`src/rtl/core/ahpid_pkg.sv`:
```
// ----------------------------------------------------------------------------
// ahpid_pkg
// Types, constants and helpers shared by the altitude-hold position loop.
// ----------------------------------------------------------------------------
package ahpid_pkg;

  // multiplier, accumulator and configuration widths
  localparam int unsigned ACC_W  = 52;
  localparam int unsigned MPL_W  = 16;
  localparam int unsigned CFG_IW = 3;
  localparam int unsigned CFG_DW = 16;

  // register indexes
  localparam logic [CFG_IW-1:0] REG_KP   = 3'd0;
  localparam logic [CFG_IW-1:0] REG_KI   = 3'd1;
  localparam logic [CFG_IW-1:0] REG_KD   = 3'd2;
  localparam logic [CFG_IW-1:0] REG_WGT  = 3'd3;
  localparam logic [CFG_IW-1:0] REG_DT   = 3'd4;
  localparam logic [CFG_IW-1:0] REG_HMAX = 3'd5;
  localparam logic [CFG_IW-1:0] REG_HMIN = 3'd6;

  // loop constants
  localparam int STICK_CENTRE = 500;
  localparam int STICK_DEADBAND = 100;
  localparam int SPEED_LIMIT = 300;
  localparam int OUT_LIMIT = 500;
  // integral limit is weight * 300 in Q8.8, moved to Q16.16
  localparam logic signed [ACC_W-1:0] INT_LIM_MULT = 52'sd76800;
  localparam logic signed [ACC_W-1:0] SAT_MAX = 52'sd2147483647;
  localparam logic signed [ACC_W-1:0] SAT_MIN = -52'sd2147483648;
  localparam logic signed [ACC_W-1:0] OUT_MAX_Q = 52'sd32768000;

  // capture action code
  localparam logic ACT_CAPTURE = 1'b1;

  typedef enum logic [2:0] {
    ST_IDLE,
    ST_LOAD,
    ST_RUN,
    ST_POST,
    ST_FIN
  } state_t;

  // one product of the control step, in order
  typedef enum logic [2:0] {
    PH_SPD,
    PH_ERR,
    PH_INC1,
    PH_INC2,
    PH_LIM,
    PH_VS,
    PH_DER
  } phase_t;

  // saturate to the signed 32-bit range
  function automatic logic signed [31:0] sat32(input logic signed [ACC_W-1:0] v);
    logic signed [31:0] r;
    if (v > SAT_MAX) r = 32'sh7fffffff;
    else if (v < SAT_MIN) r = 32'sh80000000;
    else r = v[31:0];
    return r;
  endfunction

endpackage

```
`src/rtl/core/altitude_hold_position_pid.sv`:
```
// ----------------------------------------------------------------------------
// altitude_hold_position_pid
// Ultrasonic altitude-hold position loop with a bit-serial shared multiplier.
// ----------------------------------------------------------------------------
// Usage:
//   in_*  : one transaction per control tick. in_tuser is the action (0 step,
//           1 capture target from measured height and clear history).
//   out_* : one transaction per input, speed_demand in mm/s (-500..500).
//   cfg_* : register writes, taken whenever cfg_wr_en is high; write only
//           while the block is idle.
// Sequencing:
//   a control step runs seven products through one shift-add multiplier
//   that handles one multiplier bit per cycle (a load step, one shift step
//   per multiplier bit and a post step each); the result then waits in the
//   finish state until the output slot is free, and out_tvalid rises as it
//   moves into the slot. A capture goes straight to the finish state. One
//   item is in work at a time; in_tready is high only while idle.
// Reset: synchronous, active low; registers return to their reset values and
//   target, integral and previous error are cleared.
// Stall: the result waits in the output register while out_tready is low; a
//   new item is accepted meanwhile, and its result waits until the slot frees.
// ----------------------------------------------------------------------------
module altitude_hold_position_pid (
  input  logic                            clk,
  input  logic                            rst_n,
  // fields from bit 0: throttle[9:0], measured_height[12:0],
  // vertical_speed[12:0], accel_only_mode[0]
  input  logic [39:0]                     in_tdata,
  // fields: action[0]
  input  logic                            in_tuser,
  input  logic                            in_tvalid,
  output logic                            in_tready,
  // fields from bit 0: speed_demand[9:0]
  output logic [15:0]                     out_tdata,
  output logic                            out_tvalid,
  input  logic                            out_tready,
  input  logic                            cfg_wr_en,
  input  logic [ahpid_pkg::CFG_IW-1:0]    cfg_index,
  input  logic [ahpid_pkg::CFG_DW-1:0]    cfg_wdata
);
  import ahpid_pkg::*;

  // configuration
  logic [15:0] kp_r, ki_r, kd_r, wgt_r, dt_r;
  logic [12:0] hmax_r, hmin_r;

  // loop state
  logic signed [31:0] target_r, integ_r, prev_r;

  // item registers
  logic [12:0]        meas_r;
  logic signed [12:0] vs_r;
  logic               accel_r;
  logic signed [9:0]  speed_r;
  logic signed [31:0] err_r, tmp_r;
  logic signed [ACC_W-1:0] inc_r, sum_r;

  // serial multiplier
  logic signed [ACC_W-1:0] mcand_r, acc_r;
  logic [MPL_W-1:0]        mplier_r;
  logic [3:0]              cnt_r;

  state_t state_r, state_nxt;
  phase_t phase_r;

  logic              out_valid_r;
  logic signed [9:0] res_r, res_nxt, pend_r;

  logic in_acc;
  assign in_acc = in_tvalid && in_tready;

  // configuration writes
  always_ff @(posedge clk) begin
    if (!rst_n) begin
      kp_r <= 16'd128; ki_r <= 16'd0; kd_r <= 16'd640; wgt_r <= 16'd256;
      dt_r <= 16'd2458; hmax_r <= 13'd3000; hmin_r <= 13'd100;
    end else if (cfg_wr_en) begin
      case (cfg_index)
        REG_KP:   kp_r <= cfg_wdata;
        REG_KI:   ki_r <= cfg_wdata;
        REG_KD:   kd_r <= cfg_wdata;
        REG_WGT:  wgt_r <= cfg_wdata;
        REG_DT:   dt_r <= cfg_wdata;
        REG_HMAX: hmax_r <= cfg_wdata[12:0];
        REG_HMIN: hmin_r <= cfg_wdata[12:0];
        default: ;
      endcase
    end
  end

  // stick to climb speed, with the height window applied
  logic signed [10:0] dev;
  logic signed [10:0] spd;
  logic signed [9:0]  spd_lim;
  always_comb begin
    dev = $signed({1'b0, in_tdata[9:0]}) - 11'(STICK_CENTRE);
    if (dev > 11'(STICK_DEADBAND)) spd = dev - 11'(STICK_DEADBAND);
    else if (dev < -11'(STICK_DEADBAND)) spd = dev + 11'(STICK_DEADBAND);
    else spd = '0;
    if (spd > 11'(SPEED_LIMIT)) spd = 11'(SPEED_LIMIT);
    else if (spd < -11'(SPEED_LIMIT)) spd = -11'(SPEED_LIMIT);
    spd_lim = spd[9:0];
    if (target_r > $signed({3'b000, hmax_r, 16'h0000})) begin
      if (spd_lim > 10'sd0) spd_lim = '0;
    end else if (target_r < $signed({3'b000, hmin_r, 16'h0000})) begin
      if (spd_lim < 10'sd0) spd_lim = '0;
    end
  end

  // next state
  always_comb begin
    state_nxt = state_r;
    case (state_r)
      ST_IDLE: if (in_acc) state_nxt = (in_tuser == ACT_CAPTURE) ? ST_FIN : ST_LOAD;
      ST_LOAD: state_nxt = ST_RUN;
      ST_RUN:  if (cnt_r == 4'd15) state_nxt = ST_POST;
      ST_POST: state_nxt = (phase_r == PH_DER) ? ST_FIN : ST_LOAD;
      ST_FIN:  if (!out_valid_r || out_tready) state_nxt = ST_IDLE;
      default: state_nxt = ST_IDLE;
    endcase
  end

  // handshake outputs
  always_comb begin
    in_tready = (state_r == ST_IDLE);
  end
  assign out_tvalid = out_valid_r;
  assign out_tdata  = {6'b000000, res_r};

  // rounded product views for the post step
  logic signed [ACC_W-1:0] rnd8, rnd9, rnd16, lim, isum, tot, tot_c, rnd_out;
  logic signed [31:0]      deriv, integ_new;
  always_comb begin
    rnd8  = (acc_r + 52'sd128) >>> 8;
    rnd9  = (acc_r + 52'sd256) >>> 9;
    rnd16 = (acc_r + 52'sd32768) >>> 16;
    lim   = (acc_r > SAT_MAX) ? SAT_MAX : acc_r;
    isum  = ACC_W'(integ_r) + inc_r;
    if (isum > lim) integ_new = lim[31:0];
    else if (isum < -lim) integ_new = 32'(-lim);
    else integ_new = isum[31:0];
    deriv = sat32(rnd9);
    tot   = ACC_W'(err_r) + ACC_W'(integ_r) + ACC_W'(deriv);
    if (tot > OUT_MAX_Q) tot_c = OUT_MAX_Q;
    else if (tot < -OUT_MAX_Q) tot_c = -OUT_MAX_Q;
    else tot_c = tot;
    rnd_out = (tot_c + 52'sd32768) >>> 16;
    res_nxt = accel_r ? 10'sd0 : rnd_out[9:0];
  end

  // sequencer state
  always_ff @(posedge clk) begin
    if (!rst_n) begin
      state_r <= ST_IDLE;
      phase_r <= PH_SPD;
      cnt_r   <= '0;
    end else begin
      state_r <= state_nxt;
      if (state_r == ST_IDLE) phase_r <= PH_SPD;
      else if (state_r == ST_POST && phase_r != PH_DER) phase_r <= phase_t'(phase_r + 3'd1);
      if (state_r == ST_LOAD) cnt_r <= '0;
      else if (state_r == ST_RUN) cnt_r <= cnt_r + 4'd1;
    end
  end

  // datapath and loop state
  always_ff @(posedge clk) begin
    if (!rst_n) begin
      target_r <= '0;
      integ_r  <= '0;
      prev_r   <= '0;
    end else begin
      case (state_r)
        // latch the item, or capture at once
        ST_IDLE: begin
          if (in_acc) begin
            meas_r  <= in_tdata[22:10];
            vs_r    <= $signed(in_tdata[35:23]);
            accel_r <= in_tdata[36];
            speed_r <= spd_lim;
            if (in_tuser == ACT_CAPTURE) begin
              target_r <= {3'b000, in_tdata[22:10], 16'h0000};
              integ_r  <= '0;
              prev_r   <= '0;
              accel_r  <= 1'b1;
              pend_r   <= '0;
            end
          end
        end
        // operands for the next product
        ST_LOAD: begin
          acc_r <= '0;
          case (phase_r)
            PH_SPD:  begin mcand_r <= ACC_W'(speed_r); mplier_r <= dt_r; end
            PH_ERR:  begin
              mcand_r  <= ACC_W'(target_r) - ACC_W'($signed({3'b000, meas_r, 16'h0000}));
              mplier_r <= kp_r;
            end
            PH_INC1: begin mcand_r <= ACC_W'(err_r); mplier_r <= ki_r; end
            PH_INC2: begin mcand_r <= ACC_W'(tmp_r); mplier_r <= dt_r; end
            PH_LIM:  begin mcand_r <= INT_LIM_MULT; mplier_r <= wgt_r; end
            PH_VS:   begin mcand_r <= -ACC_W'(vs_r); mplier_r <= dt_r; end
            PH_DER:  begin mcand_r <= sum_r; mplier_r <= kd_r; end
            default: begin mcand_r <= '0; mplier_r <= '0; end
          endcase
        end
        // one multiplier bit per cycle
        ST_RUN: begin
          if (mplier_r[0]) acc_r <= acc_r + mcand_r;
          mcand_r  <= mcand_r <<< 1;
          mplier_r <= mplier_r >> 1;
        end
        // fold the product into the loop
        ST_POST: begin
          case (phase_r)
            PH_SPD:  target_r <= sat32(ACC_W'(target_r) + acc_r);
            PH_ERR:  err_r <= sat32(rnd8);
            PH_INC1: tmp_r <= sat32(rnd8);
            PH_INC2: inc_r <= rnd16;
            PH_LIM:  integ_r <= integ_new;
            PH_VS:   sum_r <= acc_r + ACC_W'(err_r) - ACC_W'(prev_r);
            PH_DER:  begin
              pend_r <= res_nxt;
              prev_r <= err_r;
            end
            default: ;
          endcase
        end
        // move the finished result into the output slot once it is free
        ST_FIN: begin
          if (!out_valid_r || out_tready) res_r <= pend_r;
        end
        default: ;
      endcase
    end
  end

  // output slot; a capture leaves a zero result
  always_ff @(posedge clk) begin
    if (!rst_n) begin
      out_valid_r <= 1'b0;
    end else begin
      if (state_r == ST_FIN && (!out_valid_r || out_tready)) out_valid_r <= 1'b1;
      else if (out_tready) out_valid_r <= 1'b0;
    end
  end

endmodule

```
`config.mk`:
```
export PLATFORM = sky130hd
export DESIGN_NAME = altitude_hold_position_pid
export DESIGN_NICKNAME = d
export VERILOG_FILES = /design/src/rtl/core/ahpid_pkg.sv /design/src/rtl/core/altitude_hold_position_pid.sv
export SDC_FILE = /design/constraint.sdc
export NUM_CORES = 2
export LEC_CHECK = 0
export BUFFER_PORTS_ARGS = -buffer_cell sky130_fd_sc_hd__buf_2
export CORE_MARGIN = 2
export CORE_UTILIZATION = 60
export CTS_BUF_LIST = sky130_fd_sc_hd__clkbuf_8
export DETAILED_ROUTE_END_ITERATION = 7
export GPL_TIMING_DRIVEN = 0
export PLACE_DENSITY_LB_ADDON = 0.25
export SETUP_SLACK_MARGIN = 0.02
export SYNTH_ARGS = -nofsm -noshare
export SYNTH_HDL_FRONTEND = slang
export SYNTH_SLANG_ARGS = --single-unit
```
`constraint.sdc`:
```
create_clock -name clk -period 9.7 [get_ports clk]
set_input_delay 1.94 -clock clk [delete_from_list [all_inputs] [get_ports clk]]
set_output_delay 1.94 -clock clk [all_outputs]
set_load 0.05 [all_outputs]
```
==> impl_metrics.ini <==
[layout]
fin_area_um2 = 49200
final_common_cell = nand2_1
area_growth_pct = 10.1
nNetsFinal = 5995
fill_cells = 6363
mostFrequentLayoutCells = nand2_1 (641), a21oi_1 (473), ha_1 (390)
layout-drive-gt1-share_pct = 7.77
finish.utilization_pct = 66.4
stdcell_count = 6510

[yosys]
synthXorXnorAreaFrac_pct = 7.08
yosys.area_share.simple_pct = 17.6
synthMuxAreaShare_pct = 1.06
ys_seq_area_share_pct = 31.7
syn_inst = 5241
ys_warn_count = 0
ys_ff_latch = 542
avgSynthCellArea_um2 = 8.52
synth-compound-area-share_pct = 22.5
syn-cell-area_um2 = 44600
yosysUniqueCellTypes = 98
post_synth_fa_ha_maj_area_fraction_pct = 14.9
synth-edff-count = 329
synthFlopType = edfxtp_1
async_reset_ff_share_pct = 0
synthTopCellsByArea = edfxtp_1 (22%), ha_1 (11%), dfxtp_1 (9.6%)
synth_top_cell_area_share_pct = 22.1
yosysTopAreaCell = edfxtp_1
synth_top_family_by_area = compound AO/OA/AOI/OAI gates

[flow_run]
drv_cap = 1

[floorplanning]
start_util_pct = 60.3
coreArea_um2 = 74100
rows = 100
die_h_um = 277
ios = 83
die_x_um = 277
die_area_um2 = 76600

[routing]
wl_mm = 178
first_pass_iters = 8
dr_total_vias = 43742
drtAntennaViolNets = 0
drtIter0Drc = 6057
drc_errors = 0
avgRoutedWirePerCell_um = 27.4
post_drt_via_cell_ratio = 6.72

[pwr]
power_mw = 6.28
p_per_area_nw_per_um2 = 128
cellLeakagePower_nw = 20.0
max-vdd-ir-drop_v = 0.000114

[sta]
post-route-period-util_pct = 97.4
setup-violations-final = 0
hold_viol = 0
setup_tns_ns = 0
rsz0062_at_grt = false
skew_ns = 0.0600
max_freq_ghz = 0.106
slew_headroom_pct = -3.68
period_minus_slack_ns = 9.44
tightest_slew_ns = 1.56
drv_slew = 11

[place]
postPlaceCellArea_um2 = 46500
post-dp-hpwl_mm = 143
finalWeightedCongestion = 1.10
portBuffers = 73
dp.cells = 6296

[clocking]
clockBufferDepth = 3
root_buffer = clkbuf_8
numClockSinks = 542
clk_pin_slew_ns = 0.06
cts_made_buffers = 97
holdBufCountCts = 0
cts_tree = yes
h-tree-depth = 3
clk_latency_ns = 0.77

[setup_path]
cp_num_buf_inv = 6
crit_family = simple AND/OR/NAND/NOR gates
worstPathArrival_ns = 9.92
crit_top_cell = nand2_1
endpoint_kind = flip-flop
cp_max_fo = 10
worst_path_largest_cell_delay_ns = 0.84
cp.required_ns = 10.18
startpoint_type = flip-flop
worstSetupPathType = reg -> reg
crit_slowest_cell = or4b_2

[global_routing]
grt_max_degree = 38
grt_overflow_total = 0
gr-usage-all-layers_pct = 45.3
grt_pass1_vias = 40103
grt_pass1_wl_mm = 258
antenna_found_initial = 8

[worst_hold_path]
hp-class = reg -> reg

[run_status]
status = finished with violations
violations = max-capacitance violations, max-slew violations
layout make-up:
cell class / count / area (µm²) / area share, %
multi-input combinational: 4100 / 28500 / 58.0
sequential: 542 / 14100 / 28.8
clock buffer: 113 / 1560 / 3.16
inverter: 352 / 1330 / 2.70
tap: 969 / 1210 / 2.47
buffer: 245 / 1060 / 2.15
timing repair buffer: 114 / 771 / 1.57
clock inverter: 70 / 569 / 1.16
antenna: 5 / 12.5 / 0.0255
report_power, final:
part	switching (mW)	total, mW	internal (mW)
logic	0.844	1.29	0.442
clock network	1.12	2.39	1.27
registers	0.0790	2.61	2.53
per-stage QoR:
step	hold WS (ns)	worst slack, ns
2_1_floorplan	0.400	1.13
3_3_place_gp	0.401	-1.91
3_5_place_dp	0.405	-1.86
4_1_cts	0.420	0.0297
5_1_grt	0.424	0.00244
6_report	0.419	0.257
sequential cells by signal (all words and copies together) (netlist names), 16 cells and up:
name and cells:
prev_r 32, kd_r 16, wgt_r 16, integ_r 32, mplier_r 16, sum_r 52, kp_r 16, dt_r 16
inc_r 36, ki_r 16, acc_r 52, mcand_r 52, target_r 32, tmp_r 32, err_r 32
per-layer routing:
| metal | vias up | share of wire, % | track usage [%] |
|---|---|---|---|
| met4 | 4 | 6.0 | 22.7 |
| met2 | 2954 | 40 | 63.9 |
| met3 | 542 | 15 | 14.5 |
| met5 | - | 0.015 | 0 |
| li1 | 19489 | - | - |
| met1 | 20753 | 39 | 62.1 |
worst paths after layout:
path                                start                 endpoint  slack (ns)  cells past startpoint
hold reg to reg   pend_r[0]$_SDFFCE_PP0P_       res_r[0]$_DFFE_PP_        0.42                      0
setup reg to reg  acc_r[43]$_SDFFCE_PN0P_  pend_r[7]$_SDFFCE_PP0P_        0.26                     31
setup / recovery  acc_r[43]$_SDFFCE_PN0P_  pend_r[7]$_SDFFCE_PP0P_        0.26                     31
hold / removal    pend_r[0]$_SDFFCE_PP0P_       res_r[0]$_DFFE_PP_        0.42                      0
cell families after synthesis:
group / after synthesis
flip-flops: 542
AND/OR/NAND/NOR: 1667
adder cells (fa/ha/maj): 479
XOR/XNOR: 361
multiplexers: 45
buffers and inverters: 604
AO/OA/AOI/OAI: 1542
other: 1
Yosys cell counts (all sizes together), types with 104 or more instances:
library cell	instances
ha	390
nand3	136
nor2	342
inv	344
xnor2	269
edfxtp	329
a21oi	477
clkbuf	212
a21o	170
nor3	104
o21ai	328
nand2	641
dfxtp	213
repair_timing:
| item | in CTS | in global routing |
|---|---|---|
| resized for setup | 39 | 86 |
| setup endpoints to repair | 42 | 40 |
| pin swaps | 2 | 5 |
| setup buffers | 12 | 21 |
Note: power is estimated with default switching activity, not from simulation.
